===== src/ntc_pkg.sv =====
package ntc_pkg;

	// register file
	localparam int CFG_W     = 20;
	localparam int CFG_IDX_W = 3;
	localparam int MV_W      = 13;
	localparam int OHM_W     = 20;

	localparam logic [MV_W-1:0]  FULL_SCALE_RST = MV_W'(4096);
	localparam logic [MV_W-1:0]  SUPPLY_RST     = MV_W'(3300);
	localparam logic [OHM_W-1:0] SERIES_RST     = OHM_W'(4700);
	localparam logic [OHM_W-1:0] NOMINAL_RST    = OHM_W'(10000);
	localparam logic [MV_W-1:0]  BETA_RST       = MV_W'(3625);

	typedef enum logic [CFG_IDX_W-1:0] {
		CFG_FULL_SCALE,
		CFG_SUPPLY,
		CFG_SERIES,
		CFG_NOMINAL,
		CFG_BETA
	} cfg_reg_t;

	typedef enum logic [1:0] {
		ST_OK,
		ST_VNEG,
		ST_VHIGH,
		ST_SAT
	} status_t;

	typedef struct packed {
		logic    vld;
		status_t st;
	} ctl_t;

	// log2 unit
	localparam int LOG_TABLE_BITS = 6;
	localparam int LOG_QF         = 30;
	localparam int LOG_REM_W      = LOG_QF - LOG_TABLE_BITS;
	localparam int LOG_ENTRIES    = (1 << LOG_TABLE_BITS) + 1;
	localparam int LOG_IDX_W      = LOG_TABLE_BITS + 1;
	localparam int LOG_IN_W       = 51;
	localparam int LOG_E_W        = $clog2(LOG_IN_W);
	localparam int LOG_OUT_W      = LOG_E_W + LOG_QF;
	localparam int LOG_LAT        = 4;

	typedef logic [LOG_QF:0] log_rom_t [LOG_ENTRIES];

	// log2(1 + i/2^bits) in Q.30 by repeated squaring
	function automatic log_rom_t build_log_rom();
		log_rom_t    rom;
		logic [63:0] y;
		logic [63:0] r;
		for (int i = 0; i < LOG_ENTRIES; i++) begin
			if (i == (1 << LOG_TABLE_BITS)) begin
				rom[i] = (LOG_QF + 1)'(1) << LOG_QF;
			end else begin
				y = 64'((1 << LOG_TABLE_BITS) + i) << (LOG_QF - LOG_TABLE_BITS);
				r = '0;
				for (int k = 0; k < LOG_QF; k++) begin
					y = (y * y) >> LOG_QF;
					r = r << 1;
					if (y >= (64'd2 << LOG_QF)) begin
						y = y >> 1;
						r = r | 64'd1;
					end
				end
				rom[i] = r[LOG_QF:0];
			end
		end
		return rom;
	endfunction

	localparam log_rom_t LOG_ROM = build_log_rom();

endpackage


===== src/ntc_log2.sv =====
module ntc_log2 (
	input  logic                          clk,
	input  logic [ntc_pkg::LOG_IN_W-1:0]  x,
	output logic [ntc_pkg::LOG_OUT_W-1:0] y
);
	import ntc_pkg::*;

	localparam int PR_W = LOG_QF + 1 + LOG_REM_W;

	logic [LOG_E_W-1:0]        e_in;
	logic [LOG_IN_W-1:0]       x_s1;
	logic [LOG_E_W-1:0]        e_s1;
	logic [LOG_IN_W-1:0]       nx;
	logic [LOG_QF-1:0]         frac;
	logic [LOG_TABLE_BITS-1:0] idx_s2;
	logic [LOG_REM_W-1:0]      rem_s2;
	logic [LOG_E_W-1:0]        e_s2;
	logic [LOG_IDX_W-1:0]      ia;
	logic [LOG_IDX_W-1:0]      ib;
	logic [LOG_QF:0]           t0;
	logic [LOG_QF:0]           t1;
	logic [LOG_QF:0]           t0_s3;
	logic [LOG_QF:0]           diff_s3;
	logic [LOG_REM_W-1:0]      rem_s3;
	logic [LOG_E_W-1:0]        e_s3;
	logic [PR_W-1:0]           prod;
	logic [LOG_OUT_W-1:0]      y_s4;

	// msb search
	always_comb begin
		e_in = '0;
		for (int i = 0; i < LOG_IN_W; i++) begin
			if (x[i]) begin
				e_in = LOG_E_W'(i);
			end
		end
	end

	always_ff @(posedge clk) begin
		x_s1 <= x;
		e_s1 <= e_in;
	end

	// normalize so the leading one sits at the top
	always_comb begin
		nx   = x_s1 << (LOG_E_W'(LOG_IN_W - 1) - e_s1);
		frac = nx[LOG_IN_W-2 -: LOG_QF];
	end

	always_ff @(posedge clk) begin
		idx_s2 <= frac[LOG_QF-1 -: LOG_TABLE_BITS];
		rem_s2 <= frac[LOG_REM_W-1:0];
		e_s2   <= e_s1;
	end

	always_comb begin
		ia = {1'b0, idx_s2};
		ib = ia + LOG_IDX_W'(1);
		t0 = LOG_ROM[ia];
		t1 = LOG_ROM[ib];
	end

	always_ff @(posedge clk) begin
		t0_s3   <= t0;
		diff_s3 <= (t1 > t0) ? t1 - t0 : '0;
		rem_s3  <= rem_s2;
		e_s3    <= e_s2;
	end

	assign prod = PR_W'(diff_s3) * PR_W'(rem_s3);

	always_ff @(posedge clk) begin
		y_s4 <= {e_s3, LOG_QF'(0)} + LOG_OUT_W'(t0_s3) + LOG_OUT_W'(prod >> LOG_REM_W);
	end

	assign y = y_s4;

endmodule


===== config.mk =====
export PLATFORM = sky130hd
export DESIGN_NAME = ntc_log2
export DESIGN_NICKNAME = d
export VERILOG_FILES = /design/src/ntc_pkg.sv /design/src/ntc_log2.sv
export SDC_FILE = /design/constraint.sdc
export NUM_CORES = 2
export LEC_CHECK = 0
export BUFFER_PORTS_ARGS = -buffer_cell sky130_fd_sc_hd__clkbuf_2
export CAP_MARGIN = 20
export CORE_MARGIN = 2
export CORE_UTILIZATION = 25
export CTS_CLUSTER_SIZE = 24
export DETAILED_ROUTE_END_ITERATION = 6
export PLACE_DENSITY = 0.37
export SETUP_SLACK_MARGIN = 0.4
export SLEW_MARGIN = 10
export SYNTH_ARGS = -nofsm -noshare
export SYNTH_HDL_FRONTEND = slang
export SYNTH_SLANG_ARGS = --single-unit

===== constraint.sdc =====
create_clock -name clk -period 10.3 [get_ports clk]
set_input_delay 3.09 -clock clk [delete_from_list [all_inputs] [get_ports clk]]
set_output_delay 3.09 -clock clk [all_outputs]
set_load 0.01 [all_outputs]

Word level (Yosys, flattened, before mapping)

Memories as Yosys holds them, arrays and structs flattened.
Cells that the tools add are included.
W data, S select, Z words.

Latch bits: 0
Input port bits: 52
RAM bits: 0
Logic and storage cells: 81
Output and inout port bits: 36
Register bits: 221
Bits in read-only memories: 7936
Memories: 2

Memories:

| memory           | words | bits a word | read ports | clocked after Yosys merged registers in | wr ports | line           | text |
|---|---|---|---|---|---|---|---|
| (name not given) | 128   | 31          | 1          | 0                                       | 0        | ntc_log2.sv:60 | `t1 = LOG_ROM[ib];` |
| (name not given) | 128   | 31          | 1          | 0                                       | 0        | ntc_log2.sv:59 | `t0 = LOG_ROM[ia];` |

Equality and inequality tests: 0
Muxes and demuxes: 53
Magnitude comparators: 3
Multipliers: 1
Bitwise logic cells: 2
Shift-type cells: 1
Div/mod/pow operators: 0
$add $sub $neg: 5
Reductions and logical operators: 2

Operator list:

| operator              | number |
|---|---|
| $mux W6               | 29 |
| $mux W31              | 4 |
| $mux W5               | 16 |
| $add A36 B31 Y36      | 2 |
| $mul A31 B24 Y55      | 1 |
| $shl A51 B6 Y50       | 1 |
| $gt A31 B31 Y1        | 1 |
| $sub A31 B31 Y31      | 1 |
| $reduce_or A19 Y1     | 1 |
| $ge A8 B8 Y1 const B  | 2 |
| $not A6 Y8            | 1 |
| $not A7 Y8            | 1 |
| $add A6 B1 Y7 const B | 1 |
| $mux W2               | 3 |
| $sub A6 B6 Y6 const A | 1 |
| $reduce_or A3 Y1      | 1 |
| $mux W1               | 1 |

Depth between registers and ports, before layout

Depth after elaboration: 49
Depth in mapped cells: 36
Gate-level depth less buffers: 35

Least setup slack after synthesis

No wires, ideal clock.

Kind: register to register
Start point: register rem_s3[0]
End point: register y_s4[26] (netlist: y[26])
Stages on the path, launching flop included: 34
Slack: 1.893 ns
Period minus slack after synthesis: 8.407 ns
Library setup time: 0.072 ns
Data arrival time: 8.334 ns
Cells stage by stage: dfxtp_1 -> clkbuf_1 -> clkbuf_1 -> and2_1 -> fa_1 -> fa_1 -> fa_1 -> inv_1 -> fa_1 -> inv_1 -> fa_1 -> inv_1 -> fa_1 -> inv_1 -> fa_1 -> ha_1 -> a21oi_1 -> o21ai_0 -> a211oi_1 -> a21bo_2 -> a31oi_1 -> nor2b_1 -> o21a_1 -> or2_2 -> xor2_1 -> ha_1 -> or3_1 -> o221ai_1 -> a21oi_1 -> o311ai_1 -> nand2_1 -> a41o_1 -> a21oi_1 -> xnor2_1

Longest elaborated chain between the ends: 2

RTL lines:

| element                | line           | text |
|---|---|---|
| start, declared        | ntc_log2.sv:24 | `logic [LOG_REM_W-1:0] rem_s3;` |
| start signal, assigned | ntc_log2.sv:66 | `rem_s3 <= rem_s2;` |
| $mul A31 B24 Y55       | ntc_log2.sv:70 | `assign prod = PR_W'(diff_s3) * PR_W'(rem_s3);` |
| $add A36 B31 Y36       | ntc_log2.sv:73 | `y_s4 <= {e_s3, LOG_QF'(0)} + LOG_OUT_W'(t0_s3) + LOG_OUT_W'(prod >> LOG_REM_W);` |
| end signal, assigned   | ntc_log2.sv:73 |  |
| end, declared          | ntc_log2.sv:27 | `logic [LOG_OUT_W-1:0] y_s4;` |

No other way between the ends.
A chain may end at the register's enable or synchronous reset.

Worst setup path after layout

Start point: register rem_s3[18]
End point: register y_s4[33] (netlist: y[33])

Same word-level chain as after synthesis.

==> metrics.md <==
| Metric | Value |
|---|---|
| Status | completed |
| Initial Util | 0.252 |
| Root Buffer | clkbuf_16 |
| CTS Buf Count | 36 |
| Routed WL per cell | 22.0 microns |
| Port bufs | 87 |
| R2R Setup Slk | 0.84 ns |
| RSZ-0062 raised after global routing | yes |
| Setup TNS | 0 ns |
| First-pass GRT wire length | 227000 microns |
| Pre-antenna DRT Iters | 5 |
| Fin nets | 5710 |
| Die area | 159000 sq um |
| Initial antenna violation count | 4 |
| Predominant post-synthesis flop cell | dfxtp_1 |
| Filler cell count | 16900 |
| Crit. Startpoint | rem_s3[18] |
| Ys async rst share | 0 |
| Slew @ Worst Pin | 1.06 ns |
| Most used cell, CP | fa_1 |
| Area of the multi-input gates | 30800 sq um |
| Top delay family on crit path | adder cells |
| Critical Path End | y[33] |
| Final Hold Violating Endpoints | 0 |
| Post-route ant nets | 0 |
| Reg area | 4460 sq um |
| Startpoint Class | flop |
| Ratio of final minimum period to clock period | 0.918 |
| Max incr delay on CP | 0.58 ns |
| Syn Area/Cell | 8.19 sq um |
| CP bufs+invs | 6 |
| Final setup violation count | 0 |
| Drc violations | 0 |
| Net Count, Synth | 5711 |
| Final WL | 150000 microns |
| Vias | 33000 |
| Warnings from Yosys | 0 |
| Clock Sinks | 219 |
| Critical Path End Type | flop |
| Hold_buf cts | 0 |
| Netlist Area Pre-Place | 38900 sq um |
| Worst flop-to-flop path endpoint | y[33] |
| Clock transition at path regs | 0.05 ns |
| Overflow after GRT | 0 |
| Die Width | 399 microns |
| Fraction of layout cells with a size suffix above 1 | 0.0904 |
| Relative slew margins | 0.293 |
| CP arrival | 9.96 ns |
| Area grow syn2layout | 12.0% |
| Critical Path Stages | 32 |
| TritonCTS clock tree | yes |
| Worst-path fanout max | 15 |
| Fin crit period | 9.46 ns |
| Register area share after synthesis | 0.113 |
| Flops & latches, synth | 219 |
| Ports | 88 |
| Core Area | 154000 sq um |
| Die Ht | 399 microns |
| Max frequency | 106 MHz |
| Largest net degree at the start of global routing | 80 |
| Row cnt | 144 |
| Hold Path Class | reg2reg |
| Final core occ | 0.282 |
| Post-synth EDFFs | 0 |
| Vias in the first global route | 34500 |
| Synth cell types | 82 |
| Dpl hpwl | 119000 microns |
| Via-to-Cell Ratio | 4.84 |
| DR iter-0 viols | 2271 |
| Gr usage total | 0.190 |
| Clock buffer depth | 3 |
| RD Place Congestion | 0.930 |
| Slew Viols, Final | 0 |
| Max Cap Violations | 0 |
| Clk_skew | 0.0547 ns |
| Worst Path Class, Setup | reg2reg |
| Htree depth | 2 |
| Mapped Cells | 4755 |
| Worst skew pair latency | 0.62 ns |
| R2R depth | 32 |
| Worst EP required | 10.80 ns |
| CP max stage cell | fa_1 |
| R2r startpoint | rem_s3[18] |
-- cells by family (layout without fill, tap and decap cells) --
kind of cell,count (synthesis),after routing,synth area share
and+or+nand+nor,1579,1579,0.182
buffers and inverters,1030,1054,0.100
adders and majority gates,904,904,0.414
AOI/OAI and AO/OA,851,851,0.140
DFF,219,219,0.113
xor gates and xnor gates,88,88,0.0200
muxes,84,84,0.0306
other,0,3,0
-- Yosys cell counts (26+ instances only) --
cell type | count | area [sq um]
a211oi_1 | 64 | 480
a21o_1 | 35 | 263
a21oi_1 | 229 | 1150
a31oi_1 | 40 | 250
and2_1 | 255 | 1600
buf_1 | 30 | 113
clkbuf_1 | 249 | 935
dfxtp_1 | 219 | 4380
fa_1 | 641 | 12800
ha_1 | 263 | 3290
inv_1 | 735 | 2760
mux2i_1 | 46 | 460
mux4_2 | 27 | 608
nand2_1 | 783 | 2940
nand3_1 | 59 | 295
nor2_1 | 285 | 1070
nor3_1 | 57 | 285
o211ai_1 | 41 | 308
o21ai_0 | 208 | 1040
xnor2_1 | 61 | 534
xor2_1 | 26 | 228
-- timing repair --
| action | 4_1_cts | 5_1_grt |
|---|---|---|
| gates resized for setup | 21 | 34 |
| pin swaps | 0 | 2 |
| endpoints found under the setup margin | 8 | 12 |
| setup buffers | 1 | 2 |
| hold endpoints to repair | 0 | 0 |
-- worst reg2reg max path, delay by kind of cell (launching register included) --
kind                       cells  cell delay, ns
AOI/OAI and AO/OA             10            2.74
xor gates and xnor gates       1            0.16
adders and majority gates      9            4.41
buffers and inverters          6            0.93
DFF                            1            0.31
and+or+nand+nor                6            0.78
-- through the flow --
stage               cell area, sq um  hold slack (ns)  std cells  setup WS [ns]
global placement               42300            0.312       6756         0.0696
CTS                            43500            0.317       6820          0.410
floorplan                      38900            0.310       4755           1.89
global route                   43600            0.323       6823          0.396
finish                         43600            0.318       6826          0.845
detailed placement             42300            0.312       6756         0.0463
-- area by class of cell --
cell class / count / area share
clock buffer: 46 / 0.0231
inverter: 738 / 0.0635
clock inverter: 17 / 0.00393
sequential: 219 / 0.102
multi-input combinational: 3506 / 0.707
tap: 2044 / 0.0586
timing repair buffer: 253 / 0.0418
antenna: 3 / 0.000172
-- per-layer routing --
metal / routed length [microns] / global-route usage
met5: 0 / 0
met4: 4460 / 0.0549
met3: 8220 / 0.0318
met2: 70100 / 0.311
met1: 67400 / 0.258
-- layout by cell type (no fill, tap or decap), types with 21 or more instances in the layout --
| master | instances |
|---|---|
| nand2b_1 | 25 |
| nand3_1 | 59 |
| xnor2_1 | 54 |
| xor2_1 | 21 |
| nor3_1 | 57 |
| o21a_1 | 25 |
| o22ai_1 | 24 |
| o211ai_1 | 41 |
| nor2b_1 | 22 |
| a31oi_1 | 40 |
| a211oi_1 | 63 |
| nor2_1 | 282 |
| dfxtp_1 | 182 |
| buf_4 | 150 |
| ha_1 | 261 |
| clkbuf_2 | 88 |
| and2_1 | 255 |
| nand2_1 | 783 |
| fa_1 | 641 |
| a21o_1 | 35 |
| mux4_2 | 27 |
| a21oi_1 | 227 |
| mux2i_1 | 46 |
| dfxtp_2 | 26 |
| clkbuf_16 | 36 |
| inv_1 | 735 |
| o21ai_0 | 207 |
-- worst min path at each step --
stage	depth (start not counted)	startpoint	slack, ns	end
2_1_floorplan	0	e_s2[0]	0.31	e_s3[0]
3_3_place_gp	0	rem_s2[14]	0.31	rem_s3[14]
3_5_place_dp	0	rem_s2[18]	0.31	rem_s3[18]
4_1_cts	0	rem_s2[19]	0.32	rem_s3[19]
5_1_grt	0	rem_s2[19]	0.32	rem_s3[19]
6_report	0	rem_s2[19]	0.32	rem_s3[19]
-- flip-flops by register name, indices dropped and copies added (netlist names) --
register,count
e_s3,6
idx_s2,6
diff_s3,31
t0_s3,30
rem_s3,24
x_s1,50
rem_s2,24
y,36
e_s1,6
e_s2,6
Power is not shown: default switching activity piles up to over one toggle a cycle in this logic, so the estimate is an artifact.
